===== src/hdl/bvg_pkg.sv =====
// ----------------------------------------------------------------------------
// bvg_pkg
// shared types, widths and codes of the backlash velocity gate
// ----------------------------------------------------------------------------
package bvg_pkg;

  localparam int VEL_W   = 16;
  localparam int SLOP_W  = 16;
  localparam int CNT_W   = 17;
  localparam int PROD_W  = VEL_W + SLOP_W;
  localparam int DIGIT_W = 2;
  // multiplier digits and quotient digit pairs share one step count
  localparam int STEPS   = SLOP_W / DIGIT_W;
  localparam int STEP_W  = $clog2(STEPS);
  localparam logic [STEP_W-1:0] STEP_LAST = STEP_W'(STEPS - 1);
  localparam logic [CNT_W-1:0]  CNT_MAX   = {CNT_W{1'b1}};

  localparam logic ACT_UPDATE  = 1'b0;
  localparam logic ACT_RESTART = 1'b1;

  typedef enum logic [1:0] {
    PH_FWD_OK   = 2'd0,
    PH_BWD_OK   = 2'd1,
    PH_FWD_SLOP = 2'd2,
    PH_BWD_SLOP = 2'd3
  } phase_t;

  typedef enum logic [1:0] {
    SC_IDLE,
    SC_MUL,
    SC_DIV,
    SC_DONE
  } scale_state_t;

  typedef struct packed {
    logic start;
    logic take;
  } bvg_ctl_t;

  typedef struct packed {
    logic busy;
    logic done;
  } bvg_sts_t;

endpackage


===== src/hdl/bvg_if.sv =====
// ----------------------------------------------------------------------------
// bvg channel interfaces
// update, result and configuration channels with valid/ready handshake
// ----------------------------------------------------------------------------
interface bvg_upd_if import bvg_pkg::*; ();
  logic                    valid;
  logic                    ready;
  logic                    action;
  logic signed [VEL_W-1:0] velocity;
  modport source (output valid, action, velocity, input ready);
  modport sink   (input valid, action, velocity, output ready);
endinterface

interface bvg_res_if import bvg_pkg::*; ();
  logic                    valid;
  logic                    ready;
  logic signed [VEL_W-1:0] filtered_velocity;
  phase_t                  phase;
  modport source (output valid, filtered_velocity, phase, input ready);
  modport sink   (input valid, filtered_velocity, phase, output ready);
endinterface

interface bvg_cfg_if import bvg_pkg::*; ();
  logic              valid;
  logic              ready;
  logic [SLOP_W-1:0] data;
  modport source (output valid, data, input ready);
  modport sink   (input valid, data, output ready);
endinterface


===== src/hdl/backlash_velocity_gate_core.sv =====
// ----------------------------------------------------------------------------
// backlash_velocity_gate_core
// backlash phase tracker with velocity scaling by slop recovery fraction
// ----------------------------------------------------------------------------
// usage
//   upd carries one item per sample: action (update or restart) and a signed
//   q15 velocity. an update item yields one item on res: the velocity scaled
//   by min(count, slop_ticks) / slop_ticks, truncated toward zero, and the
//   phase after the update. a restart item forces forward ok, keeps the tick
//   count and yields nothing. cfg writes slop_ticks and is always ready; the
//   user must write it only while idle, as the core does not enforce that.
// timing
//   the scale unit works two bits a cycle: it multiplies, then divides, then
//   the result moves to the output register. upd is ready again in the same
//   cycle that an update's result is loaded there, so no new update is taken
//   while one is being scaled. restart items need no scale unit.
// stalls and reset
//   a result waits in the output register while res.ready is low; one more
//   update is accepted and computed meanwhile and then holds in the scale
//   unit. rst (synchronous) clears phase, count, slop_ticks and all valids.
// ----------------------------------------------------------------------------
module backlash_velocity_gate_core import bvg_pkg::*; (
  input  logic     clk,
  input  logic     rst,
  bvg_upd_if.sink  upd,
  bvg_res_if.source res,
  bvg_cfg_if.sink  cfg
);

  logic [SLOP_W-1:0] slop;
  phase_t            phase;
  logic [CNT_W-1:0]  cnt;

  // pending item fields, held while the scale unit runs
  logic              pend_bypass;
  logic              pend_neg;
  logic [VEL_W-1:0]  pend_raw;
  phase_t            pend_phase;

  bvg_ctl_t          ctl;
  bvg_sts_t          sts;
  logic [VEL_W-1:0]  quot;

  logic              upd_acc;
  logic              out_load;
  logic [VEL_W-1:0]  vel_u;
  logic              neg, pos;
  logic [CNT_W-1:0]  cnt_inc, cnt_upd;
  phase_t            phase_upd;
  logic              past_slop;
  logic [VEL_W-1:0]  mag;
  logic [SLOP_W-1:0] mult;
  logic [VEL_W-1:0]  scaled;

  assign cfg.ready = 1'b1;
  assign upd.ready = !sts.busy;
  assign upd_acc   = upd.valid && upd.ready;

  // phase and count update for one tick
  always_comb begin
    vel_u     = upd.velocity;
    neg       = vel_u[VEL_W-1];
    pos       = !neg && (vel_u != '0);
    cnt_inc   = (cnt == CNT_MAX) ? cnt : cnt + 1'b1;
    past_slop = (cnt_inc > {1'b0, slop});
    cnt_upd   = cnt_inc;
    phase_upd = phase;
    case (phase)
      PH_BWD_OK: begin
        if (pos) begin
          cnt_upd   = '0;
          phase_upd = PH_FWD_SLOP;
        end
      end
      PH_FWD_OK: begin
        if (neg) begin
          cnt_upd   = '0;
          phase_upd = PH_BWD_SLOP;
        end
      end
      PH_BWD_SLOP: begin
        if (pos) begin
          cnt_upd   = '0;
          phase_upd = PH_FWD_SLOP;
        end else if (past_slop) begin
          phase_upd = PH_BWD_OK;
        end
      end
      default: begin
        if (neg) begin
          cnt_upd   = '0;
          phase_upd = PH_BWD_SLOP;
        end else if (past_slop) begin
          phase_upd = PH_FWD_OK;
        end
      end
    endcase
    // min(count, slop) seen through the updated count
    mult = (cnt_upd > {1'b0, slop}) ? slop : cnt_upd[SLOP_W-1:0];
    mag  = neg ? (~vel_u + 1'b1) : vel_u;
  end

  always_comb begin
    out_load  = sts.done && (!res.valid || res.ready);
    ctl.start = upd_acc && (upd.action == ACT_UPDATE);
    ctl.take  = out_load;
    scaled    = pend_neg ? (~quot + 1'b1) : quot;
  end

  bvg_scale u_scale (
    .clk     (clk),
    .rst     (rst),
    .ctl     (ctl),
    .sts     (sts),
    .mag     (mag),
    .mult    (mult),
    .divisor (slop),
    .quot    (quot)
  );

  always_ff @(posedge clk) begin
    if (rst) begin
      slop      <= '0;
      phase     <= PH_FWD_OK;
      cnt       <= '0;
      res.valid <= 1'b0;
    end else begin
      if (cfg.valid) slop <= cfg.data;
      if (upd_acc) begin
        if (upd.action == ACT_RESTART) begin
          phase <= PH_FWD_OK;
        end else begin
          phase <= phase_upd;
          cnt   <= cnt_upd;
        end
      end
      if (out_load) res.valid <= 1'b1;
      else if (res.ready) res.valid <= 1'b0;
    end
  end

  always_ff @(posedge clk) begin
    if (ctl.start) begin
      pend_bypass <= (slop == '0);
      pend_neg    <= neg;
      pend_raw    <= vel_u;
      pend_phase  <= phase_upd;
    end
    if (out_load) begin
      res.filtered_velocity <= pend_bypass ? pend_raw : scaled;
      res.phase             <= pend_phase;
    end
  end

`ifndef NO_ASSERTIONS
  a_update_busy: assert property (@(posedge clk) disable iff (rst)
    upd_acc && upd.action == ACT_UPDATE |=> sts.busy && !upd.ready)
    else $error("update item did not start the scale unit");
  a_restart_phase: assert property (@(posedge clk) disable iff (rst)
    upd_acc && upd.action == ACT_RESTART |=> phase == PH_FWD_OK && $stable(cnt))
    else $error("restart item did not reset phase or changed count");
  a_result_load: assert property (@(posedge clk) disable iff (rst)
    sts.done && !res.valid |=> res.valid && !sts.done)
    else $error("finished result not moved to output register");
`endif

endmodule


===== src/hdl/bvg_scale.sv =====
// ----------------------------------------------------------------------------
// bvg_scale
// digit-serial mag * mult / divisor, two bits per cycle, quotient fits VEL_W
// ----------------------------------------------------------------------------
module bvg_scale import bvg_pkg::*; (
  input  logic              clk,
  input  logic              rst,
  input  bvg_ctl_t          ctl,
  output bvg_sts_t          sts,
  input  logic [VEL_W-1:0]  mag,
  input  logic [SLOP_W-1:0] mult,
  input  logic [SLOP_W-1:0] divisor,
  output logic [VEL_W-1:0]  quot
);

  scale_state_t        state, state_next;
  logic [STEP_W-1:0]   step;
  logic [VEL_W-1:0]    mag_r;
  logic [VEL_W+1:0]    mag3_r;
  logic [SLOP_W-1:0]   mult_sr;
  logic [SLOP_W-1:0]   div_r;
  logic [PROD_W-1:0]   acc;

  logic [VEL_W+1:0]    addend;
  logic [PROD_W-1:0]   mul_sum;
  logic [SLOP_W:0]     t1, t2, d_ext;
  logic                ge1, ge2;
  logic [SLOP_W-1:0]   r1, r2;
  logic [PROD_W-1:0]   div_next;

  always_comb begin
    state_next = state;
    case (state)
      SC_IDLE: if (ctl.start) state_next = SC_MUL;
      SC_MUL:  if (step == STEP_LAST) state_next = SC_DIV;
      SC_DIV:  if (step == STEP_LAST) state_next = SC_DONE;
      SC_DONE: if (ctl.take) state_next = SC_IDLE;
      default: state_next = SC_IDLE;
    endcase
  end

  always_comb begin
    sts.busy = (state != SC_IDLE);
    sts.done = (state == SC_DONE);
  end

  // multiply: msb-first radix-4 shift and add
  always_comb begin
    case (mult_sr[SLOP_W-1 -: DIGIT_W])
      2'd0:    addend = '0;
      2'd1:    addend = {2'b00, mag_r};
      2'd2:    addend = {1'b0, mag_r, 1'b0};
      default: addend = mag3_r;
    endcase
    mul_sum = {acc[PROD_W-3:0], 2'b00} + {{(PROD_W-VEL_W-2){1'b0}}, addend};
  end

  // divide: two restoring steps, remainder high, quotient shifts in low
  always_comb begin
    d_ext    = {1'b0, div_r};
    t1       = {acc[PROD_W-1:VEL_W], acc[VEL_W-1]};
    ge1      = (t1 >= d_ext);
    r1       = ge1 ? SLOP_W'(t1 - d_ext) : t1[SLOP_W-1:0];
    t2       = {r1, acc[VEL_W-2]};
    ge2      = (t2 >= d_ext);
    r2       = ge2 ? SLOP_W'(t2 - d_ext) : t2[SLOP_W-1:0];
    div_next = {r2, acc[VEL_W-3:0], ge1, ge2};
  end

  always_ff @(posedge clk) begin
    if (rst) begin
      state <= SC_IDLE;
      step  <= '0;
    end else begin
      state <= state_next;
      if (state == SC_MUL || state == SC_DIV) step <= step + 1'b1;
      else step <= '0;
    end
  end

  always_ff @(posedge clk) begin
    if (state == SC_IDLE && ctl.start) begin
      mag_r   <= mag;
      mag3_r  <= {2'b00, mag} + {1'b0, mag, 1'b0};
      mult_sr <= mult;
      div_r   <= divisor;
      acc     <= '0;
    end else if (state == SC_MUL) begin
      acc     <= mul_sum;
      mult_sr <= {mult_sr[SLOP_W-3:0], 2'b00};
    end else if (state == SC_DIV) begin
      acc     <= div_next;
    end
  end

  assign quot = acc[VEL_W-1:0];

`ifndef NO_ASSERTIONS
  a_start_idle: assert property (@(posedge clk) disable iff (rst)
    ctl.start |-> state == SC_IDLE)
    else $error("scale unit started while busy");
  a_mul_to_div: assert property (@(posedge clk) disable iff (rst)
    state == SC_MUL && step == STEP_LAST |=> state == SC_DIV && step == '0)
    else $error("multiply phase did not hand over to divide");
  a_quot_bound: assert property (@(posedge clk) disable iff (rst)
    state == SC_DONE && div_r != '0 && mult_sr == '0 |-> quot <= mag_r)
    else $error("scaled magnitude exceeds input magnitude");
`endif

endmodule


===== src/flat_wrapper.sv =====
// flat-port wrapper written by rule: the top's interface ports become plain ports
module backlash_velocity_gate_core_flat import bvg_pkg::*;
  (clk, rst, upd_valid, upd_action, upd_velocity, upd_ready, res_valid, res_filtered_velocity, res_phase, res_ready, cfg_valid, cfg_data, cfg_ready);
  bvg_upd_if upd_i ();
  bvg_res_if res_i ();
  bvg_cfg_if cfg_i ();
  input  logic clk;
  input  logic rst;
  input wire logic [$bits(upd_i.valid)-1:0] upd_valid;
  input wire logic [$bits(upd_i.action)-1:0] upd_action;
  input wire logic [$bits(upd_i.velocity)-1:0] upd_velocity;
  output wire logic [$bits(upd_i.ready)-1:0] upd_ready;
  output wire logic [$bits(res_i.valid)-1:0] res_valid;
  output wire logic [$bits(res_i.filtered_velocity)-1:0] res_filtered_velocity;
  output wire logic [$bits(res_i.phase)-1:0] res_phase;
  input wire logic [$bits(res_i.ready)-1:0] res_ready;
  input wire logic [$bits(cfg_i.valid)-1:0] cfg_valid;
  input wire logic [$bits(cfg_i.data)-1:0] cfg_data;
  output wire logic [$bits(cfg_i.ready)-1:0] cfg_ready;
  assign upd_i.valid = upd_valid;
  assign upd_i.action = upd_action;
  assign upd_i.velocity = upd_velocity;
  assign upd_ready = upd_i.ready;
  assign res_valid = res_i.valid;
  assign res_filtered_velocity = res_i.filtered_velocity;
  assign res_phase = res_i.phase;
  assign res_i.ready = res_ready;
  assign cfg_i.valid = cfg_valid;
  assign cfg_i.data = cfg_data;
  assign cfg_ready = cfg_i.ready;
  backlash_velocity_gate_core u_core (.clk(clk), .rst(rst), .upd(upd_i), .res(res_i), .cfg(cfg_i));
endmodule

===== config.mk =====
export PLATFORM = sky130hd
export DESIGN_NAME = backlash_velocity_gate_core_flat
export DESIGN_NICKNAME = d
export VERILOG_FILES = /design/src/hdl/bvg_pkg.sv /design/src/hdl/bvg_if.sv /design/src/hdl/backlash_velocity_gate_core.sv /design/src/hdl/bvg_scale.sv /design/src/flat_wrapper.sv
export SDC_FILE = /design/constraint.sdc
export NUM_CORES = 1
export LEC_CHECK = 0
export ABC_CLOCK_PERIOD_IN_PS = 5100
export BUFFER_PORTS_ARGS = -buffer_cell sky130_fd_sc_hd__buf_4
export CAP_MARGIN = 5
export CORE_MARGIN = 5
export CORE_UTILIZATION = 35
export CTS_CLUSTER_DIAMETER = 30
export DETAILED_ROUTE_END_ITERATION = 16
export PLACE_DENSITY = 0.49
export SLEW_MARGIN = 20
export SYNTH_ARGS = -nofsm -noshare
export SYNTH_HDL_FRONTEND = slang
export SYNTH_SLANG_ARGS = --single-unit

===== constraint.sdc =====
create_clock -name clk -period 5.1 [get_ports clk]
set_input_delay 0.255 -clock clk [delete_from_list [all_inputs] [get_ports clk]]
set_output_delay 0.255 -clock clk [all_outputs]
set_load 0.01 [all_outputs]

==> results.py <==
metrics = {
    "drt": {
        "drt_iter0_drc": 524,
        "detail_route.drc_violations": 0,
        "routed_wire_length_per_instance_um": 18.5,
        "num_vias": 9815,
        "final_antenna_net_count": 0,
        "postRouteWirelength_um": 34400,
        "per_cell_via_count_in_the_routed_design": 5.29,
        "detail_route.first_pass.iterations": 4,
    },
    "synthesis": {
        "ys_ff_latch": 175,
        "synth-warning-count": 0,
        "async_flop_share_pct": 0,
        "synthesis.area_per_instance_um2": 9.23,
        "synthDominantCellAreaShare_pct": 25.2,
        "synth_flop_cell": "edfxtp_1",
        "netlist_instances": 1319,
        "synth.lib_cells_used.distinct": 78,
        "synthTopCellsByArea": "edfxtp_1, dfxtp_1, ha_1",
        "synth_area_um2": 12200,
        "synth-edff-count": 102,
        "synth.yosys.seq_area_share_pct": 37.2,
        "synth_largest_area_cell": "edfxtp_1",
        "synth_fp_nets": 1467,
    },
    "critical_path": {
        "end_kind": "flip-flop",
        "startpoint": "u_core.u_scale.div_r[1]",
        "critical_path_peak_fanout": 11,
        "timing.rr.end": "u_core.u_scale.acc[24]",
        "r2r.worst_path.cells": 20,
        "r2r_slack_ns": 0.28,
        "timing.critical_path.arrival_ns": 5.17,
        "worst-setup-path-type": "flip-flop to flip-flop",
        "worstSetupStartpointType": "flip-flop",
        "critical_path.endpoint": "u_core.u_scale.acc[24]",
        "cp_data_required_time_ns": 5.45,
        "worstReg2RegStart": "u_core.u_scale.div_r[1]",
    },
    "timing": {
        "hold_viol_final": 0,
        "fin_skew_ns": 0.0118,
        "finalWorstPathRequiredPeriod_ns": 4.82,
        "achievable-frequency_ghz": 0.207,
        "rsz_0062_raised_after_global_routing": "false",
        "worst_max_slew_pin_slew_ns": 0.931,
        "setup_violations": 0,
        "layout_worst_path_cycle_share_pct": 94.5,
        "slew_headroom_pct": 38.0,
        "timing_max_transition_violations_final": 0,
        "fin_tns_setup_ns": 0,
    },
    "power": {
        "pwr-share-comb_pct": 55.2,
        "swShare_pct": 43.0,
        "power_density_over_cell_area_nw_per_um2": 576,
        "static-leakage-power_uw": 0.00577,
        "seq_power_share_pct": 26.0,
        "clkPwrFrac_pct": 18.7,
        "p_sw_uw": 3460,
        "ir_worst_vdd_v": 0.000277,
        "power_report.internal_total_uw": 4590,
    },
    "placed_design": {
        "port-buffer-count": 57,
        "place_hpwl_um": 26500,
        "gp_congestion": 0.903,
    },
    "clock_tree": {
        "tritoncts": "yes",
        "cts.clk_slew.worst_paths_ns": 0.08,
        "clock_buffers_created_by_tritoncts": 17,
        "clk-insertion-delay-late_ns": 0.45,
        "clock_sinks": 175,
        "cts-root-buf": "clkbuf_16",
        "h-tree-depth": 4,
        "clk_path_buf_depth": 2,
    },
    "cells_and_area": {
        "layout.cells.most_common": "nand2_1",
        "num-fill-cells": 3488,
        "layout.cells.most_common_list": "nand2_1, ha_1, edfxtp_1",
        "antenna_cells": 0,
        "drive_above_1_share_pct": 12.3,
        "area_growth_syn_to_layout_pct": 14.8,
        "fin_util_pct": 40.6,
        "finalNetCount": 1535,
    },
    "global_routing": {
        "grt_max_degree": 73,
        "grtUsageTotal_pct": 17.8,
        "first_global_vias": 9647,
        "globalRoute.totalOverflow": 0,
        "grt_first_pass_wirelength_um": 54200,
        "antenna_found_initial": 0,
    },
    "die": {
        "fp-row-count": 68,
        "core_area_um2": 34500,
        "initial_standard_cell_utilization_of_the_core_pct": 35.3,
        "die_area_um2": 38600,
        "die_width_um": 196,
        "io_pins": 59,
        "die_h_um": 196,
    },
    "status": {
        "status": "complete, no violations",
    },
    "worst_hold_path": {
        "worst_hold_class": "input pin to flip-flop",
    },
    "flow_run": {
        "max_cap_violations": 0,
    },
}
[flip-flops by register name, indices dropped and copies added, names as in the netlist, 3 cells and up]
signal	count
u_core.u_scale.div_r	16
u_core.cnt	17
u_core.pend_raw	16
u_core.u_scale.step	3
u_core.res.filtered_velocity	16
u_core.slop	16
u_core.u_scale.mult_sr	16
u_core.u_scale.mag_r	16
u_core.u_scale.acc	32
u_core.u_scale.mag3_r	17
[worst min-delay path by stage]
stage,startpoint,endpoint,cells past startpoint
global placement,u_core.pend_phase[1],u_core.res.phase[1],0
CTS,upd_velocity[9],u_core.pend_raw[9],1
floorplan,upd_velocity[0],u_core.pend_raw[0],0
finish,upd_velocity[13],u_core.pend_raw[13],1
global route,upd_velocity[9],u_core.pend_raw[9],1
detailed placement,u_core.pend_phase[1],u_core.res.phase[1],0
[critical path, stage by stage (launching register included)]
cell	delay [ns]
edfxtp_1	0.37
inv_1	0.09
ha_1	0.24
nor2b_1	0.15
o31a_1	0.25
o41a_1	0.38
o311ai_4	0.35
a21o_2	0.26
buf_4	0.23
nand2_1	0.10
o21ai_0	0.15
ha_1	0.39
nand4_1	0.18
nor4_1	0.07
a21oi_1	0.25
o41ai_2	0.15
a221oi_4	0.35
buf_4	0.23
a21oi_1	0.07
a211o_1	0.26
a32o_1	0.20
[metal layers]
metal	vias to the layer above	global-route usage, %	routed length [µm]
li1	4965	-	-
met1	4633	24.4	16500
met2	172	28.7	15700
met3	45	2.82	1200
met4	0	6.34	920
met5	-	0	0
[power groups by stage]
stage / Sequential (µW) / Clock [µW] / Combinational [µW]
2_1_floorplan: 2030 / 0 / 3300
3_3_place_gp: 2130 / 0 / 4370
3_5_place_dp: 2120 / 0 / 4360
4_1_cts: 2090 / 1550 / 4380
5_1_grt: 2130 / 1600 / 4940
6_report: 2090 / 1510 / 4450
[Yosys cell counts, drive strengths merged (3+ instances only)]
| cell type | number |
|---|---|
| a21o | 21 |
| o21bai | 4 |
| o21a | 16 |
| a311oi | 3 |
| mux2i | 48 |
| nor4 | 10 |
| and4 | 6 |
| nand3 | 26 |
| buf | 13 |
| clkbuf | 37 |
| a211o | 7 |
| nor2b | 32 |
| fa | 4 |
| o21ai | 94 |
| a31oi | 8 |
| a211oi | 15 |
| xnor2 | 65 |
| nor3 | 26 |
| nand2 | 134 |
| ha | 106 |
| a32o | 5 |
| a31o | 5 |
| and2 | 10 |
| or3 | 3 |
| dfxtp | 73 |
| a21oi | 97 |
| a22o | 14 |
| nor3b | 5 |
| nand4 | 18 |
| a21boi | 3 |
| o41ai | 4 |
| o31ai | 16 |
| and3 | 15 |
| inv | 65 |
| or2 | 5 |
| mux2 | 19 |
| a221oi | 3 |
| edfxtp | 102 |
| o211ai | 4 |
| nand2b | 11 |
| nor2 | 94 |
| xor2 | 36 |
| o31a | 5 |
[cell families after synthesis]
logic type,Yosys count,share of synthesized area (%)
muxes,67,5.71
adders and majority gates,110,11.6
and+or+nand+nor,401,15.7
buffers and inverters,115,3.75
DFF,175,37.2
xor gates and xnor gates,101,7.27
other,1,0.0308
AOI/OAI and AO/OA,349,18.8
[through the flow]
step                std cells  hold slack [ns]  power [µW]  area [µm²]  setup slack [ns]
floorplan                1319            0.354        5340       12200             0.286
global placement         1819            0.405        6490       13300             0.170
detailed placement       1819            0.407        6480       13300            0.0410
CTS                      1853          0.00307        8020       13900            0.0158
global route             1855          0.00441        8670       14000            0.0298
finish                   1855           0.0301        8050       14000             0.279
[timing repair]
item                                    in CTS  in global routing
resized for setup                            0                  7
buffers inserted                             0                  2
endpoints found under the setup margin       0                 17
endpoints found under the hold margin        2                  0
hold buffers                                 2                  0
[layout make-up]
| cell class | count | area (µm²) | share of cell area (%) |
|---|---|---|---|
| multi-input cells | 1029 | 7220 | 51.6 |
| flip-flops and latches | 175 | 4520 | 32.4 |
| repair buffers | 99 | 761 | 5.44 |
| well taps | 455 | 569 | 4.07 |
| clock buffers | 17 | 425 | 3.04 |
| inverters | 65 | 245 | 1.75 |
| clock inverters | 15 | 233 | 1.67 |
No activity file was read; power rests on OpenSTA's default activity.
